File: config.mk
export PLATFORM = sky130hd
export DESIGN_NAME = sstf_disk_request_scheduler_core
export DESIGN_NICKNAME = d
export VERILOG_FILES = /design/src/rtl/sstf_pkg.sv /design/src/rtl/sstf_disk_request_scheduler_core.sv /design/src/rtl/sstf_ctrl.sv /design/src/rtl/sstf_datapath.sv
export SDC_FILE = /design/constraint.sdc
export NUM_CORES = 1
export LEC_CHECK = 0
export ABC_AREA = 1
export BUFFER_PORTS_ARGS = -buffer_cell sky130_fd_sc_hd__buf_2
export CAP_MARGIN = 20
export CORE_MARGIN = 4
export CORE_UTILIZATION = 45
export DETAILED_ROUTE_END_ITERATION = 8
export REMOVE_ABC_BUFFERS = 1
export SETUP_SLACK_MARGIN = 0.05
export SKIP_LAST_GASP = 1
export SYNTH_ARGS = -nofsm -noshare
export SYNTH_HDL_FRONTEND = slang
export SYNTH_SLANG_ARGS = --single-unit
File: constraint.sdc
create_clock -name clock -period 3 [get_ports clock]
set_input_delay 0.45 -clock clock [delete_from_list [all_inputs] [get_ports clock]]
set_output_delay 0.45 -clock clock [all_outputs]
set_load 0.01 [all_outputs]
File: src/rtl/sstf_pkg.sv
// sstf_pkg: shared constants, types and command/status structs of the
// shortest-seek-first request scheduler
// no dependencies
package sstf_pkg;

   localparam int MAX_REQUESTS  = 32;
   localparam int CYLINDER_BITS = 16;

   localparam int IDX_BITS  = (MAX_REQUESTS > 1) ? $clog2(MAX_REQUESTS) : 1;
   localparam int CNT_BITS  = $clog2(MAX_REQUESTS + 1);
   localparam int MOVE_BITS = 22;
   localparam int SUM_BITS  = ((CYLINDER_BITS > MOVE_BITS) ? CYLINDER_BITS : MOVE_BITS) + 1;

   localparam logic [MOVE_BITS-1:0] MOVE_MAX = {MOVE_BITS{1'b1}};

   typedef logic [CYLINDER_BITS-1:0] cyl_type;
   typedef logic [IDX_BITS-1:0]      idx_type;
   typedef logic [CNT_BITS-1:0]      cnt_type;
   typedef logic [MOVE_BITS-1:0]     move_type;

   typedef enum logic {
      OP_LOAD = 1'b0,
      OP_RUN  = 1'b1
   } op_type;

   typedef enum logic [2:0] {
      ST_IDLE,
      ST_EMPTY_OUT,
      ST_SCAN,
      ST_DECIDE,
      ST_EMIT
   } state_type;

   typedef struct packed {
      logic load;
      logic start;
      logic scan_begin;
      logic decide;
      logic emit;
      logic empty_emit;
   } dp_cmd_type;

   typedef struct packed {
      logic count_zero;
      logic scan_done;
      logic last_pick;
      logic out_free;
   } dp_status_type;

endpackage

File: src/rtl/sstf_disk_request_scheduler_core.sv
// sstf_disk_request_scheduler_core: top level, controller plus datapath
// depends on sstf_pkg, sstf_ctrl, sstf_datapath
//
// A load item (op 0) appends a cylinder to a queue of
// MAX_REQUESTS entries; loads into a full queue are dropped. A run item
// (op 1) serves the n queued requests nearest-first and emits one result per
// visit. Each visit scans all n loaded entries through the single read port
// of the request memory, one entry per cycle, then picks and updates.
// A run with an empty queue emits one result, flagged empty.
// Inputs are taken only between runs; the result register lets the next
// scan proceed while a result waits for transfer.
module sstf_disk_request_scheduler_core (
   input  logic        clock,
   input  logic        reset,
   input  logic        req_valid,
   output logic        req_stall,
   input  logic        req_op,
   input  logic [15:0] req_cylinder_value,
   output logic        rsp_valid,
   input  logic        rsp_stall,
   output logic [15:0] rsp_head_position,
   output logic [5:0]  rsp_arrival_number,
   output logic [21:0] rsp_total_moved,
   output logic        rsp_last_visit,
   output logic        rsp_queue_empty
);
   import sstf_pkg::*;

   dp_cmd_type    cmd;
   dp_status_type status;

   sstf_ctrl u_ctrl (
      .clock     (clock),
      .reset     (reset),
      .req_valid (req_valid),
      .req_op    (req_op),
      .req_stall (req_stall),
      .status    (status),
      .cmd       (cmd)
   );

   sstf_datapath u_datapath (
      .clock              (clock),
      .reset              (reset),
      .req_cylinder_value (req_cylinder_value),
      .cmd                (cmd),
      .status             (status),
      .rsp_valid          (rsp_valid),
      .rsp_stall          (rsp_stall),
      .rsp_head_position  (rsp_head_position),
      .rsp_arrival_number (rsp_arrival_number),
      .rsp_total_moved    (rsp_total_moved),
      .rsp_last_visit     (rsp_last_visit),
      .rsp_queue_empty    (rsp_queue_empty)
   );

endmodule

File: src/rtl/sstf_ctrl.sv
// sstf_ctrl: sequencer for loads, scan passes, picks and result transfers
// depends on sstf_pkg
module sstf_ctrl (
   input  logic                   clock,
   input  logic                   reset,
   input  logic                   req_valid,
   input  logic                   req_op,
   output logic                   req_stall,
   input  sstf_pkg::dp_status_type status,
   output sstf_pkg::dp_cmd_type    cmd
);
   import sstf_pkg::*;

   state_type state_ff;
   state_type state_in;

   always_ff @(posedge clock) begin
      if (reset) begin
         state_ff <= ST_IDLE;
      end else begin
         state_ff <= state_in;
      end
   end

   always_comb begin
      state_in  = state_ff;
      cmd       = '0;
      req_stall = 1'b1;
      unique case (state_ff)
         ST_IDLE: begin
            req_stall = reset;
            if (req_valid && !reset) begin
               if (req_op == OP_RUN) begin
                  cmd.start = 1'b1;
                  if (status.count_zero) begin
                     state_in = ST_EMPTY_OUT;
                  end else begin
                     cmd.scan_begin = 1'b1;
                     state_in       = ST_SCAN;
                  end
               end else begin
                  cmd.load = 1'b1;
               end
            end
         end
         ST_EMPTY_OUT: begin
            if (status.out_free) begin
               cmd.empty_emit = 1'b1;
               state_in       = ST_IDLE;
            end
         end
         ST_SCAN: begin
            if (status.scan_done) begin
               state_in = ST_DECIDE;
            end
         end
         ST_DECIDE: begin
            cmd.decide = 1'b1;
            state_in   = ST_EMIT;
         end
         ST_EMIT: begin
            if (status.out_free) begin
               cmd.emit = 1'b1;
               if (status.last_pick) begin
                  state_in = ST_IDLE;
               end else begin
                  cmd.scan_begin = 1'b1;
                  state_in       = ST_SCAN;
               end
            end
         end
         default: begin
            state_in = ST_IDLE;
         end
      endcase
   end

endmodule

File: src/rtl/sstf_datapath.sv
// sstf_datapath: request memory, pending bits, nearest-candidate scan,
// pick and movement accumulation, result register
// depends on sstf_pkg
module sstf_datapath (
   input  logic                    clock,
   input  logic                    reset,
   input  logic [15:0]             req_cylinder_value,
   input  sstf_pkg::dp_cmd_type    cmd,
   output sstf_pkg::dp_status_type status,
   output logic                    rsp_valid,
   input  logic                    rsp_stall,
   output logic [15:0]             rsp_head_position,
   output logic [5:0]              rsp_arrival_number,
   output logic [21:0]             rsp_total_moved,
   output logic                    rsp_last_visit,
   output logic                    rsp_queue_empty
);
   import sstf_pkg::*;

   cyl_type                 req_mem [MAX_REQUESTS];
   logic [MAX_REQUESTS-1:0] pend_ff;
   cnt_type                 count_ff;
   cnt_type                 remain_ff;
   cyl_type                 head_ff;
   move_type                total_ff;

   idx_type addr_ff;
   logic    issue_ff;
   logic    rd_live_ff;
   logic    rd_pend_ff;
   idx_type rd_idx_ff;
   cyl_type rd_data_ff;

   logic    have_up_ff;
   logic    have_dn_ff;
   idx_type up_idx_ff;
   idx_type dn_idx_ff;
   cyl_type up_cyl_ff;
   cyl_type dn_cyl_ff;

   idx_type pick_idx_ff;
   cyl_type pick_cyl_ff;
   cyl_type dist_ff;

   logic    rsp_valid_ff;
   cyl_type out_head_ff;
   idx_type out_idx_ff;
   move_type out_total_ff;
   logic    out_last_ff;
   logic    out_empty_ff;

   cyl_type             val;
   logic                issue_last;
   logic                out_free;
   cyl_type             du;
   cyl_type             dd;
   logic                take_up;
   logic [SUM_BITS-1:0] sum;
   move_type            total_in;

   assign val        = CYLINDER_BITS'(req_cylinder_value);
   assign issue_last = (CNT_BITS'(addr_ff) + CNT_BITS'(1)) == count_ff;
   assign out_free   = !rsp_valid_ff || !rsp_stall;
   assign du         = up_cyl_ff - head_ff;
   assign dd         = head_ff - dn_cyl_ff;
   assign sum        = SUM_BITS'(total_ff) + SUM_BITS'(dist_ff);
   assign total_in   = (sum > SUM_BITS'(MOVE_MAX)) ? MOVE_MAX : MOVE_BITS'(sum);

   always_comb begin
      if (have_up_ff && have_dn_ff) begin
         if (du < dd) begin
            take_up = 1'b1;
         end else if (du > dd) begin
            take_up = 1'b0;
         end else begin
            take_up = up_idx_ff < dn_idx_ff;
         end
      end else begin
         take_up = have_up_ff;
      end
   end

   assign status.count_zero = count_ff == '0;
   assign status.scan_done  = !issue_ff && !rd_live_ff;
   assign status.last_pick  = remain_ff == CNT_BITS'(1);
   assign status.out_free   = out_free;

   // request memory
   always_ff @(posedge clock) begin
      if (cmd.load && count_ff != CNT_BITS'(MAX_REQUESTS)) begin
         req_mem[count_ff[IDX_BITS-1:0]] <= val;
      end
      if (issue_ff) begin
         rd_data_ff <= req_mem[addr_ff];
      end
   end

   // queue bookkeeping
   always_ff @(posedge clock) begin
      if (reset) begin
         pend_ff   <= '0;
         count_ff  <= '0;
         remain_ff <= '0;
         head_ff   <= '0;
         total_ff  <= '0;
      end else begin
         if (cmd.load && count_ff != CNT_BITS'(MAX_REQUESTS)) begin
            pend_ff[count_ff[IDX_BITS-1:0]] <= 1'b1;
            count_ff                        <= count_ff + CNT_BITS'(1);
         end
         if (cmd.start) begin
            head_ff   <= val;
            total_ff  <= '0;
            remain_ff <= count_ff;
         end
         if (cmd.empty_emit) begin
            count_ff <= '0;
         end
         if (cmd.emit) begin
            head_ff   <= pick_cyl_ff;
            total_ff  <= total_in;
            remain_ff <= remain_ff - CNT_BITS'(1);
            if (status.last_pick) begin
               pend_ff  <= '0;
               count_ff <= '0;
            end else begin
               pend_ff[pick_idx_ff] <= 1'b0;
            end
         end
      end
   end

   // scan control
   always_ff @(posedge clock) begin
      if (reset) begin
         issue_ff   <= 1'b0;
         rd_live_ff <= 1'b0;
      end else begin
         rd_live_ff <= issue_ff;
         if (cmd.scan_begin) begin
            issue_ff <= 1'b1;
         end else if (issue_ff && issue_last) begin
            issue_ff <= 1'b0;
         end
      end
   end

   // scan payload and nearest candidates
   always_ff @(posedge clock) begin
      if (cmd.scan_begin) begin
         addr_ff    <= '0;
         have_up_ff <= 1'b0;
         have_dn_ff <= 1'b0;
      end else begin
         if (issue_ff) begin
            addr_ff    <= addr_ff + IDX_BITS'(1);
            rd_idx_ff  <= addr_ff;
            rd_pend_ff <= pend_ff[addr_ff];
         end
         if (rd_live_ff && rd_pend_ff) begin
            if (rd_data_ff > head_ff) begin
               if (!have_up_ff || rd_data_ff < up_cyl_ff) begin
                  have_up_ff <= 1'b1;
                  up_cyl_ff  <= rd_data_ff;
                  up_idx_ff  <= rd_idx_ff;
               end
            end else begin
               if (!have_dn_ff || rd_data_ff >= dn_cyl_ff) begin
                  have_dn_ff <= 1'b1;
                  dn_cyl_ff  <= rd_data_ff;
                  dn_idx_ff  <= rd_idx_ff;
               end
            end
         end
      end
   end

   // pick
   always_ff @(posedge clock) begin
      if (cmd.decide) begin
         if (take_up) begin
            pick_idx_ff <= up_idx_ff;
            pick_cyl_ff <= up_cyl_ff;
            dist_ff     <= du;
         end else begin
            pick_idx_ff <= dn_idx_ff;
            pick_cyl_ff <= dn_cyl_ff;
            dist_ff     <= dd;
         end
      end
   end

   // result register
   always_ff @(posedge clock) begin
      if (reset) begin
         rsp_valid_ff <= 1'b0;
      end else if (cmd.emit || cmd.empty_emit) begin
         rsp_valid_ff <= 1'b1;
      end else if (!rsp_stall) begin
         rsp_valid_ff <= 1'b0;
      end
   end

   always_ff @(posedge clock) begin
      if (cmd.emit) begin
         out_head_ff  <= pick_cyl_ff;
         out_idx_ff   <= pick_idx_ff;
         out_total_ff <= total_in;
         out_last_ff  <= status.last_pick;
         out_empty_ff <= 1'b0;
      end else if (cmd.empty_emit) begin
         out_head_ff  <= head_ff;
         out_idx_ff   <= '0;
         out_total_ff <= '0;
         out_last_ff  <= 1'b1;
         out_empty_ff <= 1'b1;
      end
   end

   assign rsp_valid          = rsp_valid_ff;
   assign rsp_head_position  = 16'(out_head_ff);
   assign rsp_arrival_number = 6'(out_idx_ff);
   assign rsp_total_moved    = out_total_ff;
   assign rsp_last_visit     = out_last_ff;
   assign rsp_queue_empty    = out_empty_ff;

endmodule
; Yosys cells after proc, flatten, opt, wreduce, memory -nomap -nowiden
; Memory sizes are Yosys's and may differ from the RTL's. A register that Yosys moved wholly into a read port is not among the register bits.
; Cells that the tools add are included.
[word_totals]
reg_bits = 225
out_inout_bits = 48
mem_count = 1
ram_bits = 512
input_bits = 21
[op_classes]
bitwise = 5
eq_ne = 13
n_reduce_logical = 30
magnitude_cmp = 12
n_mux = 62
n_addsub = 7
[mem_list]
columns = memory, depth, word_bits, rd, rd_ports_with_merged_regs, wr, line_no
row1 = u_datapath.req_mem, 32, 16, 1, 1, 1, sstf_datapath.sv:20  ; cyl_type req_mem [MAX_REQUESTS];
[ops]
columns = op, count
row1 = $mux 32, 4
row2 = $mux 22, 5
row3 = $mux 16, 6
row4 = $mux 6, 6
row5 = $and 32x32->32, 1
row6 = $gt 16x16->1, 2
row7 = $lt 16x16->1, 2
row8 = $not 32->32, 1
row9 = $or 32x32->32, 1
row10 = $sub 16x16->16, 2
row11 = $add 22x16->23, 1
row12 = $gt 23x22->1 const B, 1
row13 = $mux 1, 23
row14 = $lt 5x6->1 const B, 3
row15 = $mux 3, 6
row16 = $ge 16x16->1, 1
row17 = $mux 5, 3
row18 = $pmux 3 s5, 1
row19 = $demux 1 s5, 2
row20 = $ge 5x1->1 const B, 2
row21 = $logic_and 1x1->1, 8
row22 = $mux 2, 4
row23 = $ne 2x1->1 const B, 4
row24 = $reduce_and 4->1, 2
row25 = 23 further kinds, 38

; Depth between registers and ports, before layout
[logic_depth]
ltp_word = 11
ltp_mapped = 24
ltp_nobuf = 23

; Cells and area by module
; From an unflattened synthesis, not the netlist that was laid out.
[unflattened]
hier_cells = 3137
area_unflattened_um2 = 34038.9
[modules_own_cells]
columns = mod, seq_area_each_um2, area_each_um2, cells_per_inst, n_inst
row1 = sstf_datapath, 21590.7, 33766.1, 3092, 1
row2 = sstf_ctrl, 60.1, 272.8, 45, 1

; Worst setup path after synthesis
; Ideal clock, no wire load.
[synth_path]
path_type = input-to-reg
start = in rsp_stall
end = reg u_datapath.out_idx_ff[0] (enable)
arrival_ns = 2.847
n_path_buf = 0
setup_time_ns = 0.460
path_slack_ns = -0.307
cell_stages = 3
path_cell_list = nand2_1 -> inv_1 -> a21oi_1
[synth_between]
elab_chain_len = 5
elab_cells_between_ends = 6
[synth_lines]
columns = element, line_no
row1 = from (decl), sstf_disk_request_scheduler_core.sv:20  ; input logic rsp_stall,
row2 = $logic_not 1->1 (*), sstf_datapath.sv:63  ; assign out_free = !rsp_valid_ff || !rsp_stall;
row3 = $logic_or 1x1->1 (*), sstf_datapath.sv:63
row4 = $mux 1 (*), "sstf_ctrl.sv:47, sstf_ctrl.sv:62"
row5 = $mux 1, sstf_ctrl.sv:29  ; unique case (state_ff)
row6 = $reduce_bool 2->1 (no source line) (*), --
row7 = to (signal assigned), sstf_datapath.sv:207  ; out_idx_ff <= pick_idx_ff;
row8 = to (decl), sstf_datapath.sv:47  ; idx_type out_idx_ff;
; Mark *: on every way between the ends. The rest lies on a longest branch, timed or not.
; A chain may end at the register's enable or synchronous reset.

; Worst setup path in the final report
[layout_path]
start = reg u_datapath.up_cyl_ff[12]
end = reg u_datapath.pick_cyl_ff[6] (data pin)
[layout_between]
elab_chain_len = 6
elab_cells_between_ends = 7
[layout_lines]
columns = element, line_no
row1 = from (decl), sstf_datapath.sv:38  ; cyl_type up_cyl_ff;
row2 = from (signal assigned), sstf_datapath.sv:164  ; up_cyl_ff <= rd_data_ff;
row3 = $sub 16x16->16 (*), sstf_datapath.sv:64  ; assign du = up_cyl_ff - head_ff;
row4 = $gt 16x16->1, sstf_datapath.sv:73  ; end else if (du > dd) begin
row5 = $mux 1, sstf_datapath.sv:73
row6 = $mux 1 (*), sstf_datapath.sv:71  ; if (du < dd) begin
row7 = $mux 1 (*), sstf_datapath.sv:70  ; if (have_up_ff && have_dn_ff) begin
row8 = $mux 16 (*), sstf_datapath.sv:181  ; if (take_up) begin
row9 = to (signal assigned), sstf_datapath.sv:183  ; pick_cyl_ff <= up_cyl_ff;
row10 = to (signal assigned), sstf_datapath.sv:187  ; pick_cyl_ff <= dn_cyl_ff;
row11 = to (decl), sstf_datapath.sv:42  ; cyl_type pick_cyl_ff;
; Marked as above.

==> impl_metrics.py <==
metrics = {
    "run_status": {
        "outcome": "complete, but fails checks",
        "violations": "negative setup slack",
    },
    "die": {
        "die_area_um2": 80800,
        "die_h_um": 284,
        "rows": 101,
        "core_area_um2": 75800,
        "num_io_pins": 69,
        "die_w_um": 284,
        "initial_core_util": 0.453,
    },
    "cts": {
        "insertion_delay_ns": 0.67,
        "cts_buffers": 84,
        "htree_levels": 3,
        "cts.clk_slew.worst_paths_ns": 0.06,
        "cts-root-buf": "clkbuf_16",
        "cts.sinks": 753,
        "cts_tree": "done",
        "clock_path_buffers": 3,
    },
    "logic_synthesis": {
        "syn_area_um2": 34300,
        "synth_area_leaders": "edfxtp_1 (57%), dfxtp_1 (5.6%), o21ai_0 (5.3%)",
        "ys_async_sr_fraction": 0,
        "netlist_instances": 3175,
        "synth-seq-cells": 753,
        "yosysUniqueCellTypes": 54,
        "synth_top_area_share": 0.575,
        "yosysTopAreaCell": "edfxtp_1",
        "ys.flop_type": "edfxtp_1",
        "yosysWarnings": 0,
        "avgSynthCellArea_um2": 10.8,
        "synth_edf_count": 657,
        "yosysSeqAreaShare": 0.631,
    },
    "power_and_ir_drop": {
        "swShare": 0.334,
        "p_leak_uw": 0.0160,
        "power.internal_uw": 20600,
        "clkPwrFrac": 0.341,
        "finalPower_uw": 30900,
        "pwr-share-seq": 0.381,
        "p_per_area_nw_per_um2": 728,
        "comb_power_share": 0.279,
        "power_switching_uw": 10300,
        "ir_drop_mv": 0.529,
    },
    "critical_path": {
        "crit_fanout": 7,
        "slowest_stage": "edfxtp_1",
        "cp-start-kind": "flop",
        "critPathArrivalTime_ns": 3.66,
        "crit_chain": "ha_4 > buf_6 > nand2_2 > nor4_4 > nand2_2 > nand3_2 > nand2_2 > ha_4 > nand2_2 > inv_2 > nand3_4 > nor2_4 > buf_6 > nand2_1 > nand2_2 > nand3_4 > buf_12 > buf_12 > nand3_2 > nand2_2",
        "path_class": "flop to flop",
        "worst_path_most_repeated_cell": "nand2_2",
        "end_kind": "flop",
        "r2r_cells": 20,
        "worstPathRequired_ns": 3.35,
        "cpPeakStageDelay_ns": 0.45,
    },
    "global_route": {
        "gr-total-overflow": 0,
        "grtUsageMet2": 0.433,
        "met1_usage": 0.334,
        "grt_use_total": 0.255,
        "antenna_found_initial": 1,
        "grt_pass1_vias": 25500,
        "grt_most_used_layer": "met2",
        "grt_first_pass_wirelength_mm": 157,
        "use_met3": 0.0347,
        "grt_max_degree": 141,
    },
    "layout": {
        "multi_input_area_um2": 12500,
        "antenna_cells": 0,
        "final_common_cell": "edfxtp_1",
        "nets": 3638,
        "final_cell_area_um2": 42500,
        "final_cell_mix": "edfxtp_1 (657), nor2_1 (397), o21ai_0 (350)",
        "n_fill_cell": 6300,
        "regArea_um2": 21700,
        "area_delta_synth_final_pct": 23.8,
        "drive_gt1_frac": 0.248,
    },
    "sta": {
        "rsz0062_at_grt": "true",
        "hold_viol": 0,
        "fmax_ghz": 0.303,
        "setup-tns-final_ns": -8.74,
        "fin_ws_ns": -0.302,
        "skew_ns": 0.0710,
        "fin_crit_ns": 3.30,
        "slew_violations": 0,
        "setup_violations": 37,
        "tightest_slew_ns": 0.804,
        "fin_crit_sh": 1.10,
        "relSlewSlack": 0.463,
    },
    "place": {
        "gp_congestion": 0.886,
        "io_buffers": 67,
        "dpl.hpwl_mm": 65.5,
        "placed_area_um2": 37400,
        "post-place-ws_ns": -0.558,
    },
    "job": {
        "drv_cap": 0,
    },
    "drt": {
        "ant_nets": 0,
        "vias": 26100,
        "vias_per_cell": 5.75,
        "drt_iter0_drc": 2326,
        "first_pass_iters": 5,
        "avgRoutedWirePerCell_um": 23.3,
        "drc": 0,
        "wirelength_mm": 106,
    },
    "min_path": {
        "min_path_cells": 4,
        "hp-class": "input pin to flop",
    },
}
## power groups by stage
stage	sequential [uW]	clock, uW	combinational [uW]
3_3_place_gp	12000	0	7840
6_report	11800	10500	8610
4_1_cts	11800	10700	8410
2_1_floorplan	12400	0	3450
5_1_grt	11800	11100	9290
3_5_place_dp	12000	0	7960
## sequential cells by signal, indices dropped and copies added (netlist names), 16 cells and up
name                          count
u_datapath.req_mem              512
u_datapath.rd_data_ff            16
u_datapath.pick_cyl_ff           16
u_datapath.rsp_total_moved       22
u_datapath.up_cyl_ff             16
u_datapath.dn_cyl_ff             16
u_datapath.rsp_head_position     16
u_datapath.pend_ff               32
u_datapath.head_ff               16
u_datapath.dist_ff               16
u_datapath.total_ff              22
## cell usage after synthesis (all sizes together), types with 29 or more instances
| master | n |
|---|---|
| nor2 | 458 |
| a21oi | 150 |
| nand2 | 411 |
| buf | 58 |
| inv | 247 |
| ha | 120 |
| nor3 | 29 |
| edfxtp | 657 |
| a31oi | 31 |
| o221ai | 109 |
| dfxtp | 96 |
| nand3 | 202 |
| clkbuf | 94 |
| o21ai | 376 |
## stage by stage
step / utilization / hold WS [ns] / cells
CTS: 0.554 / 0.212 / 4531
floorplan: - / 0.421 / 3023
global route: 0.560 / 0.230 / 4540
global placement: 0.494 / 0.425 / 4321
detailed placement: 0.494 / 0.432 / 4321
finish: 0.560 / 0.242 / 4540
## kinds of logic (layout without fill, tap and decap cells)
family	after synthesis	in the layout	synth area share
AOI/OAI and AO/OA	734	734	0.126
DFF	753	753	0.631
xor gates and xnor gates	33	33	0.00842
other	1	1	0.000109
adders and majority gates	123	123	0.0455
and+or+nand+nor	1130	1130	0.142
buffers and inverters	401	788	0.0473
## critical path: cells and delay by family, from the launching register on
family	cells	cell delay, ns
buffers and inverters	5	0.61
flip-flops	1	0.45
adder cells (fa/ha/maj)	2	0.60
AND/OR/NAND/NOR	13	1.33
## routing by layer
layer  vias to the layer above  part of all wire  wire length [um]
met4                         0             0.040              4220
met2                       999              0.49             51800
met1                     12900              0.41             43000
met3                       210             0.064              6750
met5                         -                 0                 0
li1                      12000                 -                 -
## what timing repair did
action / CTS / global route
endpoints found under the setup margin: 37 / 37
hold buffers: 0 / 0
resized for setup: 234 / 119
pin swaps: 77 / 81
hold endpoints to repair: 0 / 0
gates cloned: 9 / 0
buffers inserted: 48 / 11
## final timing paths
check / startpoint / slack, ns / endpoint
max reg2reg: u_datapath.up_cyl_ff[12] / -0.30 / u_datapath.pick_cyl_ff[6]
min reg2reg: u_datapath.rd_idx_ff[4] / 0.45 / u_datapath.dn_idx_ff[4]
max: u_datapath.up_cyl_ff[12] / -0.30 / u_datapath.pick_cyl_ff[6]
min: req_op / 0.24 / u_datapath.count_ff[1]
## final cells by class
type                       instances  share of cell area
clock buffer                     103              0.0519
timing repair buffer             385              0.0757
inverter                         249              0.0226
clock inverter                    51              0.0154
tap                              978              0.0288
multi-input combinational       2021               0.295
sequential                       753               0.510
(Power assumes the default switching activity.)
